[config.mk]
export PLATFORM = sky130hd
export DESIGN_NAME = ready_queue_fifo_sorted_insert
export DESIGN_NICKNAME = d
export VERILOG_FILES = /design/src/rqfsi_pkg.sv /design/src/ready_queue_fifo_sorted_insert.sv /design/src/rqfsi_cell.sv
export SDC_FILE = /design/constraint.sdc
export NUM_CORES = 1
export LEC_CHECK = 0
export CAP_MARGIN = 10
export CORE_AREA = 2 2 302 304
export DETAILED_ROUTE_END_ITERATION = 6
export DIE_AREA = 0 0 304 306
export DONT_BUFFER_PORTS = 1
export SLEW_MARGIN = 20
export SYNTH_ARGS = -nofsm -noshare
export SYNTH_HDL_FRONTEND = slang
export SYNTH_SLANG_ARGS = --single-unit
[constraint.sdc]
create_clock -name clk -period 4.25 [get_ports clk]
set_input_delay 0.425 -clock clk [delete_from_list [all_inputs] [get_ports clk]]
set_output_delay 0.425 -clock clk [all_outputs]
set_load 0.05 [all_outputs]
[src/rqfsi_pkg.sv]
// rqfsi_pkg: shared types and constants of the ready queue
// operation codes, per-cell control struct, capacity constants and parameter defaults
// no dependencies
package rqfsi_pkg;

  // parameter defaults
  localparam int DEPTH_DEF    = 16;
  localparam int ID_BITS_DEF  = 8;
  localparam int KEY_BITS_DEF = 16;

  // capacity register
  localparam int CAP_W = 5;
  localparam logic [CAP_W-1:0] CAP_RESET = 5'd16;

  // operation codes carried on in_tuser
  localparam int FUNC_W = 3;
  localparam logic [FUNC_W-1:0] FUNC_FIFO_ENQ   = 3'd0;
  localparam logic [FUNC_W-1:0] FUNC_SORTED_ENQ = 3'd1;
  localparam logic [FUNC_W-1:0] FUNC_DEQUEUE    = 3'd2;
  localparam logic [FUNC_W-1:0] FUNC_PEEK       = 3'd3;
  localparam logic [FUNC_W-1:0] FUNC_CLEAR      = 3'd4;

  // result flags carried on out_tuser
  localparam int OUT_USER_W = 2;

  // per-cell control from the queue controller
  typedef struct packed {
    logic ins;     // an enqueue with room is taking effect
    logic sorted;  // the enqueue is a sorted one
    logic deq;     // a dequeue on a non-empty queue is taking effect
    logic occ;     // this cell holds a live entry
    logic tail;    // this cell is the first free slot
  } cell_ctrl_t;

endpackage

[src/ready_queue_fifo_sorted_insert.sv]
// ready_queue_fifo_sorted_insert: bounded ready queue with fifo and sorted insertion
// top level: request decode, count and capacity registers, chain of rqfsi_cell
// depends on rqfsi_pkg and rqfsi_cell

// Bounded queue of (id, key) entries, head first. Each request on the in_ channel
// carries an operation in in_tuser: fifo enqueue at the tail, sorted enqueue just
// before the first entry with a strictly greater key (equal keys keep arrival
// order), dequeue, peek, or clear. Every request yields exactly one result with
// the count after the operation; out_tuser flags whether an entry was returned
// (id and key are zero otherwise) and whether a full-queue enqueue was dropped.
// The result of a request is registered when it is accepted, and a new request
// is taken every cycle as long as the result register is free or being drained.
// Timing is set by the key compare, which ripples its found flag
// combinationally through all DEPTH cells of the chain. The
// capacity register (values above DEPTH act as DEPTH, zero rejects every
// enqueue) may only be written while no request is outstanding.
module ready_queue_fifo_sorted_insert #(
  parameter int DEPTH    = rqfsi_pkg::DEPTH_DEF,
  parameter int ID_BITS  = rqfsi_pkg::ID_BITS_DEF,
  parameter int KEY_BITS = rqfsi_pkg::KEY_BITS_DEF,
  localparam int CW      = $clog2(DEPTH + 1),
  localparam int IN_DW   = ((ID_BITS + KEY_BITS + 7) / 8) * 8,
  localparam int OUT_DW  = ((ID_BITS + KEY_BITS + CW + 7) / 8) * 8
) (
  input  logic                             clk,
  input  logic                             rst_n,
  // configuration: capacity
  input  logic                             cfg_wen,
  input  logic [rqfsi_pkg::CAP_W-1:0]      cfg_wdata,
  // requests
  input  logic                             in_tvalid,
  output logic                             in_tready,
  input  logic [IN_DW-1:0]                 in_tdata,   // proc_id, sort_key, zero pad
  input  logic [rqfsi_pkg::FUNC_W-1:0]     in_tuser,   // func
  // results
  output logic                             out_tvalid,
  input  logic                             out_tready,
  output logic [OUT_DW-1:0]                out_tdata,  // out_id, out_key, count, zero pad
  output logic [rqfsi_pkg::OUT_USER_W-1:0] out_tuser   // item_valid, rejected
);

  localparam int IN_PAD  = IN_DW - ID_BITS - KEY_BITS;
  localparam int OUT_PAD = OUT_DW - ID_BITS - KEY_BITS - CW;

  // request fields
  logic                        in_fire;
  logic [ID_BITS-1:0]          req_id;
  logic [KEY_BITS-1:0]         req_key;
  logic [rqfsi_pkg::FUNC_W-1:0] req_func;

  // queue control state
  logic [CW-1:0]                 cnt_r, cnt_nxt;
  logic [rqfsi_pkg::CAP_W-1:0]   cap_r;
  logic                          full, empty;
  logic                          op_ins, op_sorted, op_deq;

  // result register
  logic                out_valid_r;
  logic                item_valid_r, item_valid_nxt;
  logic                rej_r, rej_nxt;
  logic [ID_BITS-1:0]  oid_r, oid_nxt;
  logic [KEY_BITS-1:0] okey_r, okey_nxt;
  logic [CW-1:0]       ocnt_r;

  // cell chain wiring
  logic [ID_BITS-1:0]    cell_id  [DEPTH];
  logic [KEY_BITS-1:0]   cell_key [DEPTH];
  logic [DEPTH:0]        found;
  rqfsi_pkg::cell_ctrl_t cell_ctrl [DEPTH];

  assign req_id   = in_tdata[ID_BITS-1:0];
  assign req_key  = in_tdata[ID_BITS+KEY_BITS-1:ID_BITS];
  assign req_func = in_tuser;

  // result register frees up as it drains
  assign in_tready = !out_valid_r || out_tready;
  assign in_fire   = in_tvalid && in_tready;

  // full against capacity saturated at the depth
  assign full  = (32'(cnt_r) >= 32'(cap_r)) || (32'(cnt_r) >= 32'(DEPTH));
  assign empty = (cnt_r == '0);

  // decode the request into chain operations and the result
  always_comb begin
    op_ins         = 1'b0;
    op_sorted      = 1'b0;
    op_deq         = 1'b0;
    cnt_nxt        = cnt_r;
    item_valid_nxt = 1'b0;
    rej_nxt        = 1'b0;
    oid_nxt        = '0;
    okey_nxt       = '0;
    case (req_func)
      rqfsi_pkg::FUNC_FIFO_ENQ, rqfsi_pkg::FUNC_SORTED_ENQ: begin
        if (full) begin
          rej_nxt = 1'b1;
        end else begin
          op_ins    = 1'b1;
          op_sorted = (req_func == rqfsi_pkg::FUNC_SORTED_ENQ);
          cnt_nxt   = cnt_r + CW'(1);
        end
      end
      rqfsi_pkg::FUNC_DEQUEUE, rqfsi_pkg::FUNC_PEEK: begin
        if (!empty) begin
          // head entry sits in the first cell
          item_valid_nxt = 1'b1;
          oid_nxt        = cell_id[0];
          okey_nxt       = cell_key[0];
          if (req_func == rqfsi_pkg::FUNC_DEQUEUE) begin
            op_deq  = 1'b1;
            cnt_nxt = cnt_r - CW'(1);
          end
        end
      end
      rqfsi_pkg::FUNC_CLEAR: begin
        cnt_nxt = '0;
      end
      default: begin
        // unknown operation: report the count only
      end
    endcase
  end

  // the chain: found ripples from head to tail
  assign found[0] = 1'b0;

  for (genvar i = 0; i < DEPTH; i++) begin : g_cell
    logic [ID_BITS-1:0]  l_id, r_id;
    logic [KEY_BITS-1:0] l_key, r_key;

    assign cell_ctrl[i].ins    = in_fire && op_ins;
    assign cell_ctrl[i].sorted = op_sorted;
    assign cell_ctrl[i].deq    = in_fire && op_deq;
    assign cell_ctrl[i].occ    = (CW'(i) < cnt_r);
    assign cell_ctrl[i].tail   = (CW'(i) == cnt_r);

    if (i == 0) begin : g_head
      // nothing to the left of the head ever moves in
      assign l_id  = req_id;
      assign l_key = req_key;
    end else begin : g_mid
      assign l_id  = cell_id[i-1];
      assign l_key = cell_key[i-1];
    end

    if (i == DEPTH - 1) begin : g_last
      assign r_id  = cell_id[i];
      assign r_key = cell_key[i];
    end else begin : g_body
      assign r_id  = cell_id[i+1];
      assign r_key = cell_key[i+1];
    end

    rqfsi_cell #(
      .ID_BITS  (ID_BITS),
      .KEY_BITS (KEY_BITS)
    ) u_cell (
      .clk       (clk),
      .ctrl      (cell_ctrl[i]),
      .new_id    (req_id),
      .new_key   (req_key),
      .left_id   (l_id),
      .left_key  (l_key),
      .right_id  (r_id),
      .right_key (r_key),
      .found_in  (found[i]),
      .found_out (found[i+1]),
      .id_q      (cell_id[i]),
      .key_q     (cell_key[i])
    );
  end

  // control state: count, capacity, result valid
  always_ff @(posedge clk) begin
    if (!rst_n) begin
      cnt_r       <= '0;
      cap_r       <= rqfsi_pkg::CAP_RESET;
      out_valid_r <= 1'b0;
    end else begin
      if (cfg_wen) begin
        cap_r <= cfg_wdata;
      end
      if (in_fire) begin
        cnt_r       <= cnt_nxt;
        out_valid_r <= 1'b1;
      end else if (out_tready) begin
        out_valid_r <= 1'b0;
      end
    end
  end

  // result payload
  always_ff @(posedge clk) begin
    if (in_fire) begin
      item_valid_r <= item_valid_nxt;
      rej_r        <= rej_nxt;
      oid_r        <= oid_nxt;
      okey_r       <= okey_nxt;
      ocnt_r       <= cnt_nxt;
    end
  end

  assign out_tvalid = out_valid_r;
  assign out_tdata  = {{OUT_PAD{1'b0}}, ocnt_r, okey_r, oid_r};
  assign out_tuser  = {rej_r, item_valid_r};

  // upper pad bits of the request carry nothing
  logic unused_pad;
  if (IN_PAD > 0) begin : g_pad
    assign unused_pad = ^in_tdata[IN_DW-1:ID_BITS+KEY_BITS];
  end else begin : g_nopad
    assign unused_pad = 1'b0;
  end

endmodule

[src/rqfsi_cell.sv]
// rqfsi_cell: one slot of the ready queue chain
// holds one entry, compares its key and shifts with its neighbors
// depends on rqfsi_pkg
module rqfsi_cell #(
  parameter int ID_BITS  = rqfsi_pkg::ID_BITS_DEF,
  parameter int KEY_BITS = rqfsi_pkg::KEY_BITS_DEF
) (
  input  logic                   clk,
  input  rqfsi_pkg::cell_ctrl_t  ctrl,
  input  logic [ID_BITS-1:0]     new_id,
  input  logic [KEY_BITS-1:0]    new_key,
  input  logic [ID_BITS-1:0]     left_id,
  input  logic [KEY_BITS-1:0]    left_key,
  input  logic [ID_BITS-1:0]     right_id,
  input  logic [KEY_BITS-1:0]    right_key,
  input  logic                   found_in,
  output logic                   found_out,
  output logic [ID_BITS-1:0]     id_q,
  output logic [KEY_BITS-1:0]    key_q
);

  logic [ID_BITS-1:0]  id_r,  id_nxt;
  logic [KEY_BITS-1:0] key_r, key_nxt;
  logic                gt;

  always_comb begin
    gt        = ctrl.occ && (key_r > new_key);
    found_out = found_in || gt;
    id_nxt    = id_r;
    key_nxt   = key_r;
    if (ctrl.ins) begin
      if (ctrl.sorted && found_in) begin
        // slot opened further up: move back by one
        id_nxt  = left_id;
        key_nxt = left_key;
      end else if ((ctrl.sorted && gt) || ctrl.tail) begin
        id_nxt  = new_id;
        key_nxt = new_key;
      end
    end else if (ctrl.deq) begin
      id_nxt  = right_id;
      key_nxt = right_key;
    end
  end

  always_ff @(posedge clk) begin
    id_r  <= id_nxt;
    key_r <= key_nxt;
  end

  assign id_q  = id_r;
  assign key_q = key_r;

endmodule

# After elaboration in Yosys (flattened, before gate mapping)
# Cells that the tools add are included.
dict set report classes {
  addsub 2
  order_cmp 34
  n_eq_ne 34
  n_mux 137
  n_bitwise 1
  n_reduce_logical 106
}
# operator n
set op_table {}
lappend op_table {{$mux W16} 61}
lappend op_table {{$mux W8} 61}
lappend op_table {{$gt A16 B16 Y1} 16}
lappend op_table {{$logic_and A1 B1 Y1} 49}
lappend op_table {{$ne A3 B1 Y1 const B} 14}
lappend op_table {{$eq A4 B5 Y1 const A} 8}
lappend op_table {{$lt A4 B5 Y1 const A} 8}
lappend op_table {{$logic_or A1 B1 Y1} 32}
lappend op_table {{$reduce_and A2 Y1} 16}
lappend op_table {{$eq A3 B5 Y1 const A} 4}
lappend op_table {{$lt A3 B5 Y1 const A} 4}
lappend op_table {{$mux W5} 3}
lappend op_table {{$pmux W5 S3} 1}
lappend op_table {{$mux W1} 11}
lappend op_table {{$eq A2 B5 Y1 const A} 2}
lappend op_table {{$lt A1 B5 Y1 const A} 2}
lappend op_table {{$lt A2 B5 Y1 const A} 2}
lappend op_table {{$eq A3 B2 Y1 const B} 2}
lappend op_table {{$reduce_bool A2 Y1} 3}
lappend op_table {{$reduce_or A2 Y1} 3}
lappend op_table {{$add A5 B1 Y5 const B} 1}
lappend op_table {{$eq A1 B5 Y1 const A} 1}
lappend op_table {{$ge A5 B5 Y1} 1}
lappend op_table {{$ge A5 B5 Y1 const B} 1}
lappend op_table {{other kinds (8)} 8}
dict set report totals {
  register_bits 426
  inputBits 37
  out_inout_bits 36
  wordCells 354
}

# Logic depth before layout (Yosys ltp)
dict set report depth {
  depth_word 19
  mapped_depth 15
  depth_no_buf 11
}

# Modules after synthesis
# A second synthesis with hierarchy kept.
dict set report unflattened {
  cells_unflattened 2915
  area_unflattened_um2 29244.3
}
# mod n_inst cells_per_inst area_each_um2 seq_area_each_um2
set by_module_without_submodules {}
lappend by_module_without_submodules {rqfsi_cell 16 167 1669.1 720.7}
lappend by_module_without_submodules {ready_queue_fifo_sorted_insert 1 243 2538.7 1151.1}

# Worst setup path after synthesis
# OpenSTA, ideal clock, no wires.
dict set report synth_path {
  path_type {reg-to-reg}
  startpoint {register cnt_r[0]}
  endpoint {register g_cell[14].u_cell.id_r[0], enable pin}
  setup_time_ns 0.413
  arrival_ns 4.181
  required_time_ns 3.837
  path_slack_ns -0.344
  path_stages_with_launch 15
  n_path_buf 3
  period_less_slack_ns 4.594
  cell_sequence {dfxtp_1 -> clkbuf_1 -> inv_1 -> ha_1 -> nand2b_1 -> a31oi_1 -> o21ai_1 -> a2111oi_2 -> a311oi_2 -> and4b_1 -> nand4b_1 -> buf_2 -> a31oi_1 -> buf_4 -> a21oi_1}
}
dict set report synth_via {
  elab_chain_len 18
  elab_cells_between_ends 62
  classes_between {order compare: 17; eq/ne: 2; mux: 6; reduce/logical: 37}
}
# item line_no
set synth_lines {}
lappend synth_lines {{from (decl)} ready_queue_fifo_sorted_insert.sv:52} ;# logic [CW-1:0] cnt_r, cnt_nxt;
lappend synth_lines {{from (signal assigned)} ready_queue_fifo_sorted_insert.sv:184} ;# cnt_r <= cnt_nxt;
lappend synth_lines {{$lt A1 B5 Y1} ready_queue_fifo_sorted_insert.sv:134} ;# assign cell_ctrl[i].occ = (CW'(i) < cnt_r);
lappend synth_lines {{$logic_and A1 B1 Y1} rqfsi_cell.sv:27} ;# gt = ctrl.occ && (key_r > new_key);
lappend synth_lines {{$logic_or A1 B1 Y1 (13 in a row)} rqfsi_cell.sv:28} ;# found_out = found_in || gt;
lappend synth_lines {{$logic_and A1 B1 Y1} rqfsi_cell.sv:32} ;# if (ctrl.sorted && found_in) begin
lappend synth_lines {{$ne A3 B1 Y1 (no line)} -}
lappend synth_lines {{$reduce_and A2 Y1 (no line) *} -}
lappend synth_lines {{to (signal assigned)} rqfsi_cell.sv:47} ;# id_r <= id_nxt;
lappend synth_lines {{to (decl)} rqfsi_cell.sv:22} ;# logic [ID_BITS-1:0] id_r, id_nxt;
# Every way passes the cells marked *; elsewhere a longest branch is shown, timed or not.
# A chain may end at the register's enable or synchronous reset.

# Final worst setup path
dict set report layout_path {
  startpoint {register g_cell[3].u_cell.key_r[12]}
  endpoint {register g_cell[15].u_cell.id_r[6], enable pin}
}
dict set report layout_via {
  elab_chain_len 17
}
# item line_no
set layout_lines {}
lappend layout_lines {{from (decl)} rqfsi_cell.sv:23} ;# logic [KEY_BITS-1:0] key_r, key_nxt;
lappend layout_lines {{from (signal assigned)} rqfsi_cell.sv:48} ;# key_r <= key_nxt;
lappend layout_lines {{$gt A16 B16 Y1} rqfsi_cell.sv:27}
lappend layout_lines {{$logic_and A1 B1 Y1} rqfsi_cell.sv:27}
lappend layout_lines {{$logic_or A1 B1 Y1 (12 in a row)} rqfsi_cell.sv:28}
lappend layout_lines {{$logic_and A1 B1 Y1} rqfsi_cell.sv:32}
lappend layout_lines {{$reduce_bool A2 Y1 (no line)} -}
lappend layout_lines {{$reduce_and A2 Y1 (no line)} -}
lappend layout_lines {{to (signal assigned)} rqfsi_cell.sv:47}
lappend layout_lines {{to (decl)} rqfsi_cell.sv:22}
# Every way passes these cells.

==> impl_summary.txt <==
----------------------------------------------------
[Pwr]
  Sequential Power Share ... 0.464
  Switching part of the total ... 0.276
  Maximum vdd drop ... 0.268 mV
  Proportion of power drawn by combinational gates ... 0.151
  Leakage ... 12.2 nW
  Sum of internal, switching and leakage power ... 10.9 mW
  Clock network power share ... 0.385
  Internal power ... 7.88 mW
  Power spent charging and discharging nets ... 3.00 mW
  Power density normalized to cell area ... 359 mW/mm2

[Timing]
  Clock period minus final worst setup slack ... 4010 ps
  RSZ-0062 raised after global routing ... no
  Max_slew headroom ... 0.271
  Fin. Hold Viols ... 0
  Transition at the pin with the smallest max-transition slack ... 1090 ps
  Max Slew Vio Count ... 0
  Fmax ... 249 MHz
  Final worst-path cycle share ... 0.944
  Setup Viol. Count Final ... 0
  Final Worst Setup Slack ... 238 ps
  Clock skew after layout ... 21.6 ps

[Die]
  Horizontal die dimension ... 304 um
  Initial cell density of the core ... 0.297
  Die outline area ... 0.0930 mm2
  Die Height ... 306 um
  Core Area ... 0.0896 mm2
  Number of cell rows ... 110
  Count of boundary I/O pins ... 73

[Layout]
  Final non-filler cell area ... 0.0303 mm2
  Commonest non-fill, non-tap cell in the layout ... edfxtp_1
  Number of filler instances in the final layout ... 9008
  Share of layout cells above drive strength 1 ... 0.0909
  Signed area change from the synthesized netlist to the final layout ... 13.8%
  Highest-count cells in the layout ignoring fill and taps ... edfxtp_1, nand2_1, o21ai_0
  Net count, final ... 2891

[Synth]
  Synth top area cells ... edfxtp_1, ha_1, mux2i_1
  Synthesis-stage register bit count ... 426
  Average size of a mapped cell ... 10.2 um2
  Async set-reset flop share out of synthesis ... 0
  Syn Std Cell Area ... 0.0266 mm2
  EDFF count, synth ... 415
  Synth cell types ... 65
  Post-synthesis instance total ... 2600
  Top cell type's share of synthesized area ... 0.468
  Most used flip-flop cell after synthesis ... edfxtp_1
  Share of the yosys chip area belonging to registers ... 0.476
  Largest area contributor in the netlist ... edfxtp_1
  Warnings, synthesis ... 0

[CTS]
  Source-to-sink clock delay at the later pin of the worst-skew pair ... 590 ps
  Clock tree from TritonCTS ... built
  Clock Pin Slew Worst Setup and Hold Paths ... 60 ps
  Clock Sink Count ... 426
  Buffer type at the clock tree root ... clkbuf_16
  Buffers from clock root to sink, at most ... 3
  H-tree depth ... 2
  Post-CTS setup buffer count ... 0
  Num CTS Buffers ... 47

[Global route]
  Largest net degree at the start of global routing ... 196
  Wire length of the first global-routing pass ... 125 mm
  Initial antenna violation count ... 1
  Global router's overall resource usage ... 0.175
  Via count of the first global-routing pass ... 19600
  Congestion Overflow GR ... 0

[Detailed routing]
  DRC violations left ... 0
  ANT nets after route ... 0
  Detailed Route Iter0 Violations ... 2086
  Met3 wire length ... 7.51 mm
  Routed wirelength normalized by instance count ... 21.9 um
  Routed vias ... 20400
  Length of the first detailed-routing pass in iterations ... 5
  Vias per std cell ... 5.36
  Met2 wire length ... 35.2 mm
  Met1 layer wirelength in the final routing ... 38.4 mm
  Top layer reached by signal wires ... met4
  Total length of routed wires ... 83.4 mm

[Setup path]
  WS Path Type ... reg2reg
  Arrival time at the worst endpoint ... 4210 ps
  Required time reported for the critical path endpoint ... 4450 ps
  CP max FO ... 12
  Critical Path End Type ... register
  Startpoint type of the worst setup path ... register
  Register-to-Register Path Depth ... 12

[Min path]
  Kind of path behind the tightest hold check ... in2reg
  Cells on Worst Hold Path ... 2

[Place]
  Placed Area ... 0.0287 mm2
  Placer congestion estimate ... 0.942
  HPWL after DPL ... 60.7 mm
  Number of I/O port buffers ... 0
  Worst setup timing slack at the placement stage ... -13.9 ps

[Run status]
  Run status ... finished clean

[Job]
  Number of max-cap violations ... 0

----------------------------------------------------
==> Yosys cell counts, drive strengths merged (4+ instances only) <==
master,count
a211oi,21
a21boi,7
a21o,20
a21oi,174
a22o,4
a31oi,8
and2,28
and3,4
and4,7
buf,43
clkbuf,130
dfxtp,11
edfxtp,415
ha,250
inv,50
mux2,23
mux2i,247
nand2,409
nand2b,7
nand3,62
nand4,43
nor2,130
nor2b,23
nor3,16
nor3b,4
nor4,13
o211ai,36
o21a,7
o21ai,348
o221ai,4
o311ai,5
or3,5
==> worst max-delay path: stages, from the launching register on <==
cell	delay (ps)
edfxtp_1	460
ha_1	320
nand4_1	120
nor4_1	510
o21ai_0	210
a41o_1	280
o21a_1	180
and4_1	230
buf_12	160
nand4b_1	140
a31oi_2	60
buf_4	190
a21oi_2	760
==> sequential cells by signal, indices dropped and copies added, names as in the netlist, 5 cells and up <==
signal and cells:
cap_r 5, cnt_r 5, g_cell.u_cell.id_q 128, g_cell.u_cell.key_q 256, ocnt_r 5, oid_r 8, okey_r 16
==> kinds of logic (layout without fill, tap and decap cells) <==
| kind of cell | count (synthesis) | count (layout) | share of synthesized area |
|---|---|---|---|
| flip-flops | 426 | 426 | 0.476 |
| buffers and inverters | 223 | 259 | 0.0342 |
| XOR/XNOR | 1 | 1 | 0.000329 |
| AND/OR/NAND/NOR | 760 | 760 | 0.126 |
| multiplexers | 270 | 270 | 0.104 |
| AO/OA/AOI/OAI | 669 | 670 | 0.142 |
| other | 1 | 4 | 0.000141 |
| adder cells (fa/ha/maj) | 250 | 250 | 0.117 |
==> layer usage <==
metal | track usage | up-vias
met5 | 0 | -
met4 | 0.0570 | 0
met3 | 0.0357 | 132
met2 | 0.257 | 844
met1 | 0.255 | 9794
li1 | - | 9674
==> final timing paths <==
check / start / endpoint / slack, ps
min: cfg_wen / cap_r[1] / 30
max: g_cell[3].u_cell.key_q[12] / g_cell[15].u_cell.id_q[6] / 240
min reg2reg: cap_r[1] / cap_r[1] / 530
max reg2reg: g_cell[3].u_cell.key_q[12] / g_cell[15].u_cell.id_q[6] / 240
==> power groups by stage <==
stage               Combinational [mW]  Clock (mW)  Sequential [mW]
CTS                               1.63        4.26             5.04
detailed placement                1.62           0             5.13
global route                      1.82        4.43             5.06
finish                            1.65        4.19             5.05
floorplan                         1.14           0             5.07
global placement                  1.59           0             5.13
==> metrics by stage <==
| step | hold slack, ps | util | std cells | TNS, ps |
|---|---|---|---|---|
| 2_1_floorplan | 461 | - | 2602 | -56900 |
| 3_3_place_gp | 493 | 0.320 | 3720 | 0 |
| 3_5_place_dp | 502 | 0.320 | 3720 | -191 |
| 4_1_cts | 2.21 | 0.338 | 3814 | 0 |
| 5_1_grt | 17.5 | 0.338 | 3815 | 0 |
| 6_report | 26.8 | 0.338 | 3816 | 0 |
==> repair_timing <==
| item | CTS | global route |
|---|---|---|
| resized for setup | 0 | 0 |
| setup endpoints to repair | 0 | 24 |
| endpoints found under the hold margin | 11 | 0 |
| hold buffers | 10 | 0 |
==> area by class of cell <==
class	instances	area [um2]	area share
Sequential cell	426	12700	0.418
Tap cell	1176	1470	0.0485
Clock buffer	55	1250	0.0412
Timing Repair Buffer	125	1200	0.0396
Multi-Input combinational cell	1954	13300	0.437
Inverter	50	188	0.00619
Antenna cell	1	2.50	0.0000825
Clock inverter	29	273	0.00900
(Power assumes the default switching activity.)
